===== config.mk =====
export PLATFORM = sky130hd
export DESIGN_NAME = packed_grid_value_unpacker_top_flat
export DESIGN_NICKNAME = d
export VERILOG_FILES = /design/src/sv/pgvu_pkg.sv /design/src/sv/pgvu_if.sv /design/src/sv/packed_grid_value_unpacker_top.sv /design/src/sv/pgvu_front.sv /design/src/sv/pgvu_queue.sv /design/src/sv/pgvu_back.sv /design/src/flat_wrapper.sv
export SDC_FILE = /design/constraint.sdc
export NUM_CORES = 2
export LEC_CHECK = 0
export ABC_CLOCK_PERIOD_IN_PS = 7700
export BUFFER_PORTS_ARGS = -buffer_cell sky130_fd_sc_hd__clkbuf_2
export CAP_MARGIN = 10
export CORE_MARGIN = 1.5
export CORE_UTILIZATION = 47
export CTS_CLUSTER_DIAMETER = 80
export DETAILED_ROUTE_END_ITERATION = 6
export PLACE_DENSITY = 0.71
export SLEW_MARGIN = 20
export SYNTH_ARGS = -nofsm -noshare
export SYNTH_HDL_FRONTEND = slang
export SYNTH_HIERARCHICAL = 1
export SYNTH_SLANG_ARGS = --single-unit

===== constraint.sdc =====
create_clock -name i_clk -period 7.7 [get_ports i_clk]
set_clock_uncertainty 0.1 [all_clocks]
set_input_delay 1.54 -clock i_clk [delete_from_list [all_inputs] [get_ports i_clk]]
set_output_delay 1.54 -clock i_clk [all_outputs]
set_load 0.005 [all_outputs]

===== src/sv/pgvu_pkg.sv =====
package pgvu_pkg;

    // Field widths of the request, result and configuration channels.
    localparam int BYTE_W     = 8;
    localparam int CODE_W     = 31;
    localparam int WIDTH_W    = 5;
    localparam int SCALE_W    = 7;
    localparam int REF_W      = 32;
    localparam int COUNT_W    = 24;
    localparam int VALUE_W    = 48;
    localparam int CFG_IDX_W  = 4;
    localparam int CFG_DATA_W = 32;

    // Bit accumulator: up to 31 held bits plus one new byte.
    localparam int ACC_W       = 39;
    localparam int HELD_W      = 6;
    localparam int MAX_RESULTS = 8;
    localparam int RES_CNT_W   = 4;

    localparam int QUEUE_DEPTH_DEF = 4;

    // Configuration register indexes.
    localparam logic [CFG_IDX_W-1:0] CFG_BIT_WIDTH   = CFG_IDX_W'(0);
    localparam logic [CFG_IDX_W-1:0] CFG_SCALE_EXP   = CFG_IDX_W'(1);
    localparam logic [CFG_IDX_W-1:0] CFG_REF_WORD    = CFG_IDX_W'(2);
    localparam logic [CFG_IDX_W-1:0] CFG_VALUE_COUNT = CFG_IDX_W'(3);

    // Configuration reset values.
    localparam logic [WIDTH_W-1:0] BIT_WIDTH_RST   = WIDTH_W'(8);
    localparam logic [COUNT_W-1:0] VALUE_COUNT_RST = COUNT_W'(1);

    // One extracted code on its way from the unpacker to the arithmetic.
    typedef struct packed {
        logic [CODE_W-1:0] code;
        logic              last;
    } t_code_entry;

    // Configuration seen by the unpacking front end.
    typedef struct packed {
        logic [WIDTH_W-1:0] bit_width;
        logic [COUNT_W-1:0] value_count;
    } t_front_cfg;

    // Configuration seen by the arithmetic back end.
    typedef struct packed {
        logic [SCALE_W-1:0] scale_exp;
        logic [REF_W-1:0]   ref_word;
    } t_back_cfg;

endpackage


===== src/sv/pgvu_if.sv =====
interface pgvu_in_if;
    logic                          valid;
    logic                          ready;
    logic [pgvu_pkg::BYTE_W-1:0]   data_byte;
    logic                          section_start;

    modport source (output valid, data_byte, section_start, input ready);
    modport sink   (input valid, data_byte, section_start, output ready);
endinterface

interface pgvu_out_if;
    logic                                 valid;
    logic                                 ready;
    logic signed [pgvu_pkg::VALUE_W-1:0]  scaled_value;
    logic [pgvu_pkg::CODE_W-1:0]          raw_code;
    logic                                 saturated;
    logic                                 last_value;

    modport source (output valid, scaled_value, raw_code, saturated, last_value, input ready);
    modport sink   (input valid, scaled_value, raw_code, saturated, last_value, output ready);
endinterface

interface pgvu_cfg_if;
    logic                              valid;
    logic                              ready;
    logic [pgvu_pkg::CFG_IDX_W-1:0]    index;
    logic [pgvu_pkg::CFG_DATA_W-1:0]   data;

    modport source (output valid, index, data, input ready);
    modport sink   (input valid, index, data, output ready);
endinterface


===== src/sv/packed_grid_value_unpacker_top.sv =====
// Path: an accepted byte is held in the front-end accumulator; each code cut from it passes
// through the queue, stage 1 and stage 2 registers before it is presented at the output.
// Flow: a byte occupies the unpacker while it is loaded and its codes are extracted one at a
// time. The output side drains one value per cycle while o_out.ready is high; a short queue
// lets the two sides stall apart.
// Reset: synchronous, active low; clears the bit accumulator, counters and pipeline valids
// and returns the configuration registers to their reset values.
module packed_grid_value_unpacker_top #(
    parameter int QUEUE_DEPTH = pgvu_pkg::QUEUE_DEPTH_DEF
) (
    input  logic        i_clk,
    input  logic        i_rst_n,
    pgvu_in_if.sink     i_in,
    pgvu_cfg_if.sink    i_cfg,
    pgvu_out_if.source  o_out
);

    // Configuration registers. Writes must arrive only while the block is idle;
    // the block does not enforce this; the datapath reads them directly, with no shadow copy.
    logic [pgvu_pkg::WIDTH_W-1:0] r_bit_width;
    logic [pgvu_pkg::SCALE_W-1:0] r_scale_exp;
    logic [pgvu_pkg::REF_W-1:0]   r_ref_word;
    logic [pgvu_pkg::COUNT_W-1:0] r_value_count;

    pgvu_pkg::t_front_cfg  front_cfg;
    pgvu_pkg::t_back_cfg   back_cfg;

    // Code channel from the unpacker into the queue, and from the queue
    // into the arithmetic pipeline.
    logic                  push_valid, push_ready;
    pgvu_pkg::t_code_entry push_entry;
    logic                  pop_valid, pop_ready;
    pgvu_pkg::t_code_entry pop_entry;

    // The register port never stalls; an index beyond the list is dropped.
    assign i_cfg.ready = 1'b1;

    always_ff @(posedge i_clk) begin
        if (!i_rst_n) begin
            r_bit_width   <= pgvu_pkg::BIT_WIDTH_RST;
            r_scale_exp   <= '0;
            r_ref_word    <= '0;
            r_value_count <= pgvu_pkg::VALUE_COUNT_RST;
        end else if (i_cfg.valid) begin
            case (i_cfg.index)
                pgvu_pkg::CFG_BIT_WIDTH: begin
                    r_bit_width <= i_cfg.data[pgvu_pkg::WIDTH_W-1:0];
                end
                pgvu_pkg::CFG_SCALE_EXP: begin
                    r_scale_exp <= i_cfg.data[pgvu_pkg::SCALE_W-1:0];
                end
                pgvu_pkg::CFG_REF_WORD: begin
                    r_ref_word <= i_cfg.data[pgvu_pkg::REF_W-1:0];
                end
                pgvu_pkg::CFG_VALUE_COUNT: begin
                    r_value_count <= i_cfg.data[pgvu_pkg::COUNT_W-1:0];
                end
                default: begin
                end
            endcase
        end
    end

    assign front_cfg.bit_width   = r_bit_width;
    assign front_cfg.value_count = r_value_count;
    assign back_cfg.scale_exp    = r_scale_exp;
    assign back_cfg.ref_word     = r_ref_word;

    // Front end: shifts each byte into the accumulator and cuts out one
    // code per cycle while the queue has room, tracking the section's value count and last flag.
    pgvu_front u_front (
        .i_clk        (i_clk),
        .i_rst_n      (i_rst_n),
        .i_cfg        (front_cfg),
        .i_in         (i_in),
        .o_push_valid (push_valid),
        .o_push_entry (push_entry),
        .i_push_ready (push_ready)
    );

    // Decoupling queue between extraction and arithmetic.
    pgvu_queue #(
        .DEPTH (QUEUE_DEPTH)
    ) u_queue (
        .i_clk        (i_clk),
        .i_rst_n      (i_rst_n),
        .i_push_valid (push_valid),
        .i_push_entry (push_entry),
        .o_push_ready (push_ready),
        .o_pop_valid  (pop_valid),
        .o_pop_entry  (pop_entry),
        .i_pop_ready  (pop_ready)
    );

    // Back end: two stages. The first scales the reference and the code into
    // rounded Q16 magnitudes; the second adds, saturates and holds the result.
    pgvu_back u_back (
        .i_clk       (i_clk),
        .i_rst_n     (i_rst_n),
        .i_cfg       (back_cfg),
        .i_pop_valid (pop_valid),
        .i_pop_entry (pop_entry),
        .o_pop_ready (pop_ready),
        .o_out       (o_out)
    );

endmodule


===== src/sv/pgvu_front.sv =====
module pgvu_front (
    input  logic                  i_clk,
    input  logic                  i_rst_n,
    input  pgvu_pkg::t_front_cfg  i_cfg,
    pgvu_in_if.sink               i_in,
    output logic                  o_push_valid,
    output pgvu_pkg::t_code_entry o_push_entry,
    input  logic                  i_push_ready
);

    typedef enum logic {
        ST_IDLE,
        ST_RUN
    } t_state;

    t_state                              r_state, n_state;
    logic [pgvu_pkg::ACC_W-1:0]          r_acc, n_acc;
    logic [pgvu_pkg::HELD_W-1:0]         r_bits, n_bits;
    logic [pgvu_pkg::COUNT_W-1:0]        r_emitted, n_emitted;
    logic [pgvu_pkg::RES_CNT_W-1:0]      r_cnt, n_cnt;

    logic [pgvu_pkg::HELD_W-1:0]         width_eff;
    logic                                finished;
    logic                                extract;
    logic [pgvu_pkg::HELD_W-1:0]         shamt;
    logic [pgvu_pkg::ACC_W-1:0]          shifted;
    logic [pgvu_pkg::CODE_W-1:0]         code_mask;
    logic [pgvu_pkg::ACC_W-1:0]          fin_acc, base_acc;
    logic [pgvu_pkg::HELD_W-1:0]         fin_bits, base_bits;
    logic [pgvu_pkg::COUNT_W-1:0]        base_emitted;
    logic                                accept;

    always_comb begin
        // A width of zero behaves as a width of one.
        width_eff = (i_cfg.bit_width == '0) ? pgvu_pkg::HELD_W'(1)
                                            : pgvu_pkg::HELD_W'(i_cfg.bit_width);
        finished  = (r_emitted >= i_cfg.value_count);
        extract   = (r_state == ST_RUN) && (r_bits >= width_eff) && !finished &&
                    (r_cnt < pgvu_pkg::RES_CNT_W'(pgvu_pkg::MAX_RESULTS));
        shamt     = r_bits - width_eff;
        shifted   = r_acc >> shamt;
        code_mask = pgvu_pkg::CODE_W'((33'd1 << width_eff) - 33'd1);

        o_push_valid      = extract;
        o_push_entry.code = shifted[pgvu_pkg::CODE_W-1:0] & code_mask;
        o_push_entry.last = (({1'b0, r_emitted} + 25'd1) == {1'b0, i_cfg.value_count});

        // Wrap-up of the previous byte: a finished section drops its leftovers,
        // otherwise at most one code width of bits stays held.
        if (r_state == ST_IDLE) begin
            fin_acc  = r_acc;
            fin_bits = r_bits;
        end else if (finished) begin
            fin_acc  = '0;
            fin_bits = '0;
        end else begin
            fin_bits = (r_bits > pgvu_pkg::HELD_W'(pgvu_pkg::CODE_W))
                     ? pgvu_pkg::HELD_W'(pgvu_pkg::CODE_W) : r_bits;
            fin_acc  = r_acc & pgvu_pkg::ACC_W'((40'd1 << fin_bits) - 40'd1);
        end

        // The next byte is taken as soon as no more codes are due.
        i_in.ready = !extract;
        accept     = i_in.valid && !extract;

        if (i_in.section_start) begin
            base_acc     = '0;
            base_bits    = '0;
            base_emitted = '0;
        end else begin
            base_acc     = fin_acc;
            base_bits    = fin_bits;
            base_emitted = r_emitted;
        end

        n_state   = r_state;
        n_acc     = r_acc;
        n_bits    = r_bits;
        n_emitted = r_emitted;
        n_cnt     = r_cnt;

        if (accept) begin
            n_acc     = base_acc;
            n_bits    = base_bits;
            n_emitted = base_emitted;
            n_cnt     = '0;
            if (base_emitted >= i_cfg.value_count) begin
                n_state = ST_IDLE;
            end else begin
                n_state = ST_RUN;
                n_acc   = {base_acc[pgvu_pkg::ACC_W-pgvu_pkg::BYTE_W-1:0], i_in.data_byte};
                n_bits  = base_bits + pgvu_pkg::HELD_W'(pgvu_pkg::BYTE_W);
            end
        end else if (extract) begin
            if (i_push_ready) begin
                n_bits    = r_bits - width_eff;
                n_emitted = r_emitted + pgvu_pkg::COUNT_W'(1);
                n_cnt     = r_cnt + pgvu_pkg::RES_CNT_W'(1);
            end
        end else if (r_state == ST_RUN) begin
            n_state = ST_IDLE;
            n_acc   = fin_acc;
            n_bits  = fin_bits;
        end
    end

    always_ff @(posedge i_clk) begin
        if (!i_rst_n) begin
            r_state   <= ST_IDLE;
            r_acc     <= '0;
            r_bits    <= '0;
            r_emitted <= '0;
            r_cnt     <= '0;
        end else begin
            r_state   <= n_state;
            r_acc     <= n_acc;
            r_bits    <= n_bits;
            r_emitted <= n_emitted;
            r_cnt     <= n_cnt;
        end
    end

    // No byte yields more than the per-byte result limit.
    assert property (@(posedge i_clk) disable iff (!i_rst_n)
        r_cnt <= pgvu_pkg::RES_CNT_W'(pgvu_pkg::MAX_RESULTS))
        else $error("front: result count per byte exceeded");

    // Between bytes the accumulator never holds more than one code width.
    assert property (@(posedge i_clk) disable iff (!i_rst_n)
        (r_state == ST_IDLE) |-> (r_bits <= pgvu_pkg::HELD_W'(pgvu_pkg::CODE_W)))
        else $error("front: too many bits held while idle");

endmodule


===== src/sv/pgvu_queue.sv =====
module pgvu_queue #(
    parameter int DEPTH = pgvu_pkg::QUEUE_DEPTH_DEF
) (
    input  logic                  i_clk,
    input  logic                  i_rst_n,
    input  logic                  i_push_valid,
    input  pgvu_pkg::t_code_entry i_push_entry,
    output logic                  o_push_ready,
    output logic                  o_pop_valid,
    output pgvu_pkg::t_code_entry o_pop_entry,
    input  logic                  i_pop_ready
);

    localparam int PTR_W = (DEPTH > 1) ? $clog2(DEPTH) : 1;
    localparam int CNT_W = $clog2(DEPTH + 1);

    pgvu_pkg::t_code_entry r_mem [DEPTH];
    logic [PTR_W-1:0]      r_wr_ptr, r_rd_ptr;
    logic [CNT_W-1:0]      r_count;
    logic                  push, pop;

    always_comb begin
        o_push_ready = (r_count < CNT_W'(DEPTH));
        o_pop_valid  = (r_count != '0);
        o_pop_entry  = r_mem[r_rd_ptr];
        push         = i_push_valid && o_push_ready;
        pop          = o_pop_valid && i_pop_ready;
    end

    always_ff @(posedge i_clk) begin
        if (push) begin
            r_mem[r_wr_ptr] <= i_push_entry;
        end
    end

    always_ff @(posedge i_clk) begin
        if (!i_rst_n) begin
            r_wr_ptr <= '0;
            r_rd_ptr <= '0;
            r_count  <= '0;
        end else begin
            if (push) begin
                r_wr_ptr <= (r_wr_ptr == PTR_W'(DEPTH - 1)) ? '0 : r_wr_ptr + PTR_W'(1);
            end
            if (pop) begin
                r_rd_ptr <= (r_rd_ptr == PTR_W'(DEPTH - 1)) ? '0 : r_rd_ptr + PTR_W'(1);
            end
            if (push && !pop) begin
                r_count <= r_count + CNT_W'(1);
            end else if (pop && !push) begin
                r_count <= r_count - CNT_W'(1);
            end
        end
    end

    assert property (@(posedge i_clk) disable iff (!i_rst_n)
        r_count <= CNT_W'(DEPTH))
        else $error("queue: occupancy above depth");

    // Occupancy moves by at most one entry per cycle.
    assert property (@(posedge i_clk) disable iff (!i_rst_n)
        1'b1 |=> ((r_count == $past(r_count)) ||
                  (r_count == $past(r_count) + CNT_W'(1)) ||
                  (r_count == $past(r_count) - CNT_W'(1))))
        else $error("queue: occupancy jumped");

endmodule


===== src/sv/pgvu_back.sv =====
module pgvu_back (
    input  logic                  i_clk,
    input  logic                  i_rst_n,
    input  pgvu_pkg::t_back_cfg   i_cfg,
    input  logic                  i_pop_valid,
    input  pgvu_pkg::t_code_entry i_pop_entry,
    output logic                  o_pop_ready,
    pgvu_out_if.source            o_out
);

    localparam int MAG_W   = 62;
    localparam int SH_W    = 10;
    localparam int WIDE_W  = MAG_W + 32;
    localparam int SUM_W   = 64;
    localparam int FRAC_W  = 24;
    localparam int EXP_W   = 7;
    localparam int RND_MAX = 40;

    localparam logic signed [SH_W-1:0]  REF_SH_BIAS = SH_W'(264);
    localparam logic signed [SH_W-1:0]  CODE_SH_OFS = SH_W'(16);
    localparam logic signed [SUM_W-1:0] OUT_MAX     = 64'sd140737488355327;
    localparam logic signed [SUM_W-1:0] OUT_MIN     = -64'sd140737488355328;

    typedef struct packed {
        logic [MAG_W-1:0] mag;
        logic             clip;
    } t_mag;

    // round(m * 2^sh), ties away from zero, magnitude clipped to 2^62 - 1.
    function automatic t_mag scale_mag(input logic [31:0] m,
                                       input logic signed [SH_W-1:0] sh);
        t_mag              res;
        logic [WIDE_W-1:0] prod;
        logic [SH_W-1:0]   n;
        logic [5:0]        n1;
        logic [31:0]       q;
        logic [32:0]       qr;
        res  = '0;
        prod = '0;
        n    = '0;
        n1   = '0;
        q    = '0;
        qr   = '0;
        if (m == '0) begin
            res = '0;
        end else if (!sh[SH_W-1]) begin
            if (sh >= SH_W'(MAG_W)) begin
                res.mag  = '1;
                res.clip = 1'b1;
            end else begin
                prod = WIDE_W'(m) << sh[5:0];
                if (|prod[WIDE_W-1:MAG_W]) begin
                    res.mag  = '1;
                    res.clip = 1'b1;
                end else begin
                    res.mag = prod[MAG_W-1:0];
                end
            end
        end else begin
            n = SH_W'(-sh);
            if (n < SH_W'(RND_MAX)) begin
                n1      = n1 + 6'(n - SH_W'(1));
                q       = m >> n1;
                qr      = {1'b0, q} + 33'd1;
                res.mag = MAG_W'(qr[32:1]);
            end
        end
        return res;
    endfunction

    logic                             r_s1_valid;
    logic [MAG_W-1:0]                 r_s1_ref_mag, r_s1_code_mag;
    logic                             r_s1_clip, r_s1_neg;
    pgvu_pkg::t_code_entry            r_s1_entry;

    logic                             r_s2_valid;
    logic signed [pgvu_pkg::VALUE_W-1:0] r_s2_value;
    logic                             r_s2_sat;
    pgvu_pkg::t_code_entry            r_s2_entry;

    logic                             adv1, adv2;
    logic [EXP_W-1:0]                 ref_exp;
    logic signed [SH_W-1:0]           ref_sh, code_sh;
    t_mag                             ref_res, code_res;
    logic signed [SUM_W-1:0]          ref_signed, sum;
    logic signed [pgvu_pkg::VALUE_W-1:0] value;
    logic                             sum_clip;

    always_comb begin
        adv2        = !r_s2_valid || o_out.ready;
        adv1        = !r_s1_valid || adv2;
        o_pop_ready = adv1;

        // Stage 1: reference term f * 2^(4e-264) and code term x * 2^(s+16).
        ref_exp  = i_cfg.ref_word[pgvu_pkg::REF_W-2 -: EXP_W];
        ref_sh   = $signed({1'b0, ref_exp, 2'b00}) - REF_SH_BIAS;
        code_sh  = $signed({{(SH_W-pgvu_pkg::SCALE_W){i_cfg.scale_exp[pgvu_pkg::SCALE_W-1]}},
                            i_cfg.scale_exp}) + CODE_SH_OFS;
        ref_res  = scale_mag({8'b0, i_cfg.ref_word[FRAC_W-1:0]}, ref_sh);
        code_res = scale_mag({1'b0, i_pop_entry.code}, code_sh);

        // Stage 2: signed sum, clipped to the 48-bit result range.
        ref_signed = r_s1_neg ? -$signed({2'b00, r_s1_ref_mag})
                              :  $signed({2'b00, r_s1_ref_mag});
        sum        = ref_signed + $signed({2'b00, r_s1_code_mag});
        sum_clip   = 1'b0;
        value      = sum[pgvu_pkg::VALUE_W-1:0];
        if (sum > OUT_MAX) begin
            value    = OUT_MAX[pgvu_pkg::VALUE_W-1:0];
            sum_clip = 1'b1;
        end else if (sum < OUT_MIN) begin
            value    = OUT_MIN[pgvu_pkg::VALUE_W-1:0];
            sum_clip = 1'b1;
        end
    end

    always_ff @(posedge i_clk) begin
        if (!i_rst_n) begin
            r_s1_valid <= 1'b0;
            r_s2_valid <= 1'b0;
        end else begin
            if (adv1) begin
                r_s1_valid <= i_pop_valid;
            end
            if (adv2) begin
                r_s2_valid <= r_s1_valid;
            end
        end
    end

    always_ff @(posedge i_clk) begin
        if (adv1) begin
            r_s1_ref_mag  <= ref_res.mag;
            r_s1_code_mag <= code_res.mag;
            r_s1_clip     <= ref_res.clip || code_res.clip;
            r_s1_neg      <= i_cfg.ref_word[pgvu_pkg::REF_W-1];
            r_s1_entry    <= i_pop_entry;
        end
        if (adv2) begin
            r_s2_value <= value;
            r_s2_sat   <= r_s1_clip || sum_clip;
            r_s2_entry <= r_s1_entry;
        end
    end

    assign o_out.valid        = r_s2_valid;
    assign o_out.scaled_value = r_s2_value;
    assign o_out.raw_code     = r_s2_entry.code;
    assign o_out.saturated    = r_s2_sat;
    assign o_out.last_value   = r_s2_entry.last;

endmodule

===== src/flat_wrapper.sv =====
// flat-port wrapper written by rule: the top's interface ports become plain ports
module packed_grid_value_unpacker_top_flat 
#(
    parameter int QUEUE_DEPTH = pgvu_pkg::QUEUE_DEPTH_DEF
)
  (i_clk, i_rst_n, i_in_valid, i_in_data_byte, i_in_section_start, i_in_ready, i_cfg_valid, i_cfg_index, i_cfg_data, i_cfg_ready, o_out_valid, o_out_scaled_value, o_out_raw_code, o_out_saturated, o_out_last_value, o_out_ready);
  pgvu_in_if i_in_i ();
  pgvu_cfg_if i_cfg_i ();
  pgvu_out_if o_out_i ();
  input  logic i_clk;
  input  logic i_rst_n;
  input wire logic [$bits(i_in_i.valid)-1:0] i_in_valid;
  input wire logic [$bits(i_in_i.data_byte)-1:0] i_in_data_byte;
  input wire logic [$bits(i_in_i.section_start)-1:0] i_in_section_start;
  output wire logic [$bits(i_in_i.ready)-1:0] i_in_ready;
  input wire logic [$bits(i_cfg_i.valid)-1:0] i_cfg_valid;
  input wire logic [$bits(i_cfg_i.index)-1:0] i_cfg_index;
  input wire logic [$bits(i_cfg_i.data)-1:0] i_cfg_data;
  output wire logic [$bits(i_cfg_i.ready)-1:0] i_cfg_ready;
  output wire logic [$bits(o_out_i.valid)-1:0] o_out_valid;
  output wire logic [$bits(o_out_i.scaled_value)-1:0] o_out_scaled_value;
  output wire logic [$bits(o_out_i.raw_code)-1:0] o_out_raw_code;
  output wire logic [$bits(o_out_i.saturated)-1:0] o_out_saturated;
  output wire logic [$bits(o_out_i.last_value)-1:0] o_out_last_value;
  input wire logic [$bits(o_out_i.ready)-1:0] o_out_ready;
  assign i_in_i.valid = i_in_valid;
  assign i_in_i.data_byte = i_in_data_byte;
  assign i_in_i.section_start = i_in_section_start;
  assign i_in_ready = i_in_i.ready;
  assign i_cfg_i.valid = i_cfg_valid;
  assign i_cfg_i.index = i_cfg_index;
  assign i_cfg_i.data = i_cfg_data;
  assign i_cfg_ready = i_cfg_i.ready;
  assign o_out_valid = o_out_i.valid;
  assign o_out_scaled_value = o_out_i.scaled_value;
  assign o_out_raw_code = o_out_i.raw_code;
  assign o_out_saturated = o_out_i.saturated;
  assign o_out_last_value = o_out_i.last_value;
  assign o_out_i.ready = o_out_ready;
  packed_grid_value_unpacker_top #(.QUEUE_DEPTH(QUEUE_DEPTH)) u_core (.i_clk(i_clk), .i_rst_n(i_rst_n), .i_in(i_in_i), .i_cfg(i_cfg_i), .o_out(o_out_i));
endmodule

==> impl_metrics.py <==
metrics = {
    "status": {
        "status": "finished clean",
    },
    "sta": {
        "final.setup.tns_ns": 0,
        "report.final.slew_viol_count": 0,
        "max_freq_mhz": 138,
        "setup_viol": 0,
        "rsz0062_at_grt": "no",
        "worst_slew_pin_slew_ns": 1.06,
        "hold_viol": 0,
        "slew_headroom_pct": 29.0,
        "fin_crit_sh_pct": 93.9,
        "min_period_ns": 7.23,
    },
    "die": {
        "boundaryPins": 134,
        "dieHeight_um": 288,
        "start_util_pct": 47.4,
        "std_cell_rows": 104,
        "die_w_um": 288,
        "core_area_sq_um": 80400,
        "die-area_sq_um": 82900,
    },
    "synthesis": {
        "syn_nets": 4202,
        "synth-seq-cells": 520,
        "yosys.area.top_type": "edfxtp_1",
        "synth_cells": 4010,
        "yosys-top-cells-area": "edfxtp_1, dfxtp_1, mux4_2, mux2i_1, ha_1",
        "synth-async-reset-ratio_pct": 0,
        "synth_area_sq_um": 38100,
        "synth_flop_cell": "edfxtp_1",
        "ys.warnings.count": 6,
        "ys_types": 116,
        "syn_area_per_cell_sq_um": 9.51,
        "yosys.area.top_type_share_pct": 28.9,
        "synth-edff-count": 367,
        "ys_seq_area_share_pct": 36.9,
    },
    "job": {
        "cap_violations": 0,
    },
    "clock_network": {
        "clk_latency_ns": 0.65,
        "cts_made_buffers": 58,
        "hold_buffers": 0,
        "clk_pin_slew_ns": 0.06,
        "root_buffer": "clkbuf_16",
        "cts_sinks": 520,
        "htree_levels": 2,
        "cts_tree": "built",
        "ctsResizeCount": 0,
        "cts_max_path_buffers": 3,
        "postCtsSetupBuffers": 0,
    },
    "route": {
        "ant_nets": 0,
        "drc": 0,
        "viasPerCell": 6.42,
        "dr_wl_met3_mm": 9.72,
        "dr.pass1.iters": 6,
        "dr_wl_met2_mm": 51.6,
        "drtIter0Drc": 4250,
        "routedWlPerCell_um": 22.2,
        "wl_met1_mm": 47.9,
        "routed.top_layer": "met4",
        "wirelength_mm": 113,
        "vias": 32600,
    },
    "pwr": {
        "power.share.switching_pct": 39.0,
        "p_int_mw": 7.02,
        "p_leak_nw": 15.1,
        "peakVddDrop_mv": 0.211,
        "comb_power_share_pct": 40.7,
        "p_per_area_nw_per_um2": 279,
        "p_sw_mw": 4.49,
        "sequentialPowerShare_pct": 34.3,
        "clkPwrFrac_pct": 25.0,
        "power.total_mw": 11.5,
    },
    "grt": {
        "grt_pass1_vias": 29700,
        "grt.overflow.total": 0,
        "track_usage_pct": 26.6,
        "grt_max_degree": 75,
        "grt_pass1_wl_mm": 174,
        "grt_antenna_before_repair": 0,
    },
    "cells_and_area": {
        "fill_cells": 7384,
        "multiInputGateArea_sq_um": 22400,
        "drive_above_1_share_pct": 14.0,
        "antennaDiodeCount": 0,
        "nNetsFinal": 4164,
        "regArea_sq_um": 14100,
        "syn2layout_area_growth_pct": 8.21,
    },
    "worst_setup_path": {
        "cpLargestDelayFamily": "simple AND/OR/NAND/NOR gates",
        "critPathBufInv": 1,
        "worstSetupStartpointType": "flip-flop",
        "end_kind": "flip-flop",
        "worstSetupPathType": "reg2reg",
        "required_ns": 7.97,
        "crit_slowest_cell": "or4b_1",
        "crit_path_max_incr_delay_ns": 0.71,
        "cp_max_fo": 18,
        "arrival_ns": 7.50,
        "cp_cell_sequence": "or4_4, nor3_4, nand3_1, nand3b_4, or3_1, or4_1, o41ai_1, xnor2_1, ha_2, nand2_1, nor2_1, nand3_1, or3_1, o22a_1, a21oi_1, o21ai_0, a2111oi_2, nand4b_1, or4b_1, nand2b_4, buf_4, o21ai_2",
    },
    "placed_design": {
        "hpwlAfterDp_mm": 83.9,
        "gp_congestion": 1.04,
        "numPortBuffers": 132,
    },
    "hold_path": {
        "min_path_type": "reg2reg",
    },
}
## power groups by stage
stage               Sequential, mW  Clock [mW]  Combinational (mW)
floorplan                     3.86           0                3.33
global placement              4.00           0                4.51
detailed placement            4.01           0                4.55
CTS                           3.96        2.93                4.57
global route                  4.00        3.03                5.02
finish                        3.95        2.87                4.69
## cell families after synthesis
| logic type | count (synthesis) | share of synthesized area, % |
|---|---|---|
| DFF | 520 | 36.9 |
| and+or+nand+nor | 1338 | 17.3 |
| muxes | 345 | 13.1 |
| buffers and inverters | 373 | 4.45 |
| xor gates and xnor gates | 238 | 5.49 |
| other | 2 | 0.0197 |
| adders and majority gates | 142 | 4.72 |
| AOI/OAI and AO/OA | 1052 | 18.0 |
## per-layer routing
metal	GRT usage (%)	vias to the layer above
met1	37.4	15600
met3	3.45	247
li1	-	15100
met5	0	-
met4	8.23	0
met2	42.5	1643
## cell usage in the layout (no fill, tap or decap), types with 40 or more instances in the layout
cell type / Yosys / final
nand2_1: 449 / 448
edfxtp_1: 367 / 367
nor2_1: 285 / 285
o21ai_0: 270 / 270
a21oi_1: 269 / 269
mux2i_1: 184 / 184
xnor2_1: 162 / 159
dfxtp_1: 153 / 147
ha_1: 139 / 137
clkbuf_2: 0 / 132
mux4_2: 118 / 118
nand3_1: 92 / 92
nor3_1: 87 / 87
inv_1: 85 / 84
nand4_1: 80 / 80
xor2_1: 75 / 73
clkbuf_16: 0 / 59
nor2b_1: 57 / 57
o211ai_1: 56 / 56
buf_4: 5 / 52
o221ai_1: 47 / 47
nor4_1: 45 / 44
a211oi_1: 44 / 44
mux2_2: 41 / 41
nand2b_1: 40 / 40
## final timing paths
path	startpoint	endpoint	slack, ns	cells after the start
hold reg to reg	u_core/u_back/r_s1_entry[15]$_DFFE_PP_	u_core/u_back/o_out.raw_code[14]$_DFFE_PP_	0.31	0
hold / removal	u_core/u_back/r_s1_entry[15]$_DFFE_PP_	u_core/u_back/o_out.raw_code[14]$_DFFE_PP_	0.31	0
setup reg to reg	u_core/u_back/r_s1_ref_mag[4]$_SDFFCE_PN0P_	u_core/u_back/o_out.scaled_value[31]$_SDFFCE_PN1P_	0.47	22
setup / recovery	u_core/u_back/r_s1_ref_mag[4]$_SDFFCE_PN0P_	u_core/u_back/o_out.scaled_value[31]$_SDFFCE_PN1P_	0.47	22
## cell usage after synthesis, types with 23 or more instances
master,number
and3_1,25
or2_2,23
mux2_2,41
nand4_1,80
nor2b_1,57
xor2_1,75
o21ai_0,270
a31oi_1,35
xnor2_1,162
a221oi_1,24
o211ai_1,56
mux2i_1,184
and2_1,33
mux4_2,118
nand2b_1,40
ha_1,139
a21o_1,31
a22oi_1,23
nor4_1,45
nand2_1,449
o21a_1,25
nor2_1,285
o221ai_1,47
o31ai_1,31
dfxtp_1,153
a211oi_1,44
buf_1,23
buf_2,52
edfxtp_1,367
nand3_1,92
nor3_1,87
a21oi_1,269
or3_1,36
inv_1,85
clkbuf_1,181
o21ai_2,39
## per-stage QoR
stage	utilization, %	hold slack [ns]	instances	area [sq um]	setup WS (ns)
after floorplan	-	0.300	4010	38100	0.738
after global placement	48.8	0.301	4972	39200	0.631
after detailed placement	48.8	0.305	4972	39200	0.487
after CTS	51.3	0.315	5080	41300	0.473
after global routing	51.3	0.320	5080	41300	0.0420
final	51.3	0.314	5080	41300	0.468
## worst register-to-register path, stage by stage (launching register included)
cell,delay (ns)
edfxtp_1,0.44
or4_4,0.57
nor3_4,0.27
nand3_1,0.17
nand3b_4,0.21
or3_1,0.43
or4_1,0.55
o41ai_1,0.34
xnor2_1,0.14
ha_2,0.49
nand2_1,0.12
nor2_1,0.19
nand3_1,0.12
or3_1,0.32
o22a_1,0.25
a21oi_1,0.21
o21ai_0,0.15
a2111oi_2,0.37
nand4b_1,0.13
or4b_1,0.71
nand2b_4,0.33
buf_4,0.29
o21ai_2,0.08
## flip-flops by register name, indices dropped and copies added (netlist names), 4 cells and up, named ones only
signal and cells:
u_core/u_front/r_acc 39, u_core/r_ref_word 32, u_core/r_value_count 24, u_core/u_front/r_bits 6, u_core/u_back/r_s1_code_mag 62, u_core/u_back/r_s1_ref_mag 62, u_core/r_bit_width 5, u_core/u_back/o_out.scaled_value 48
u_core/r_scale_exp 7, u_core/u_back/r_s1_entry 32, u_core/u_front/r_emitted 24, u_core/u_back/o_out.raw_code 31, u_core/u_front/r_cnt 4, u_core/u_queue/r_mem 128
## final cells by class
type                       count  share of cell area (%)
tap                         1060                    3.21
clock inverter                36                    1.16
clock buffer                  72                    3.72
multi-input combinational   3117                    54.4
timing repair buffer         183                    2.53
inverter                      92                   0.840
sequential                   520                    34.1
Power figures use the tool's default switching activity.
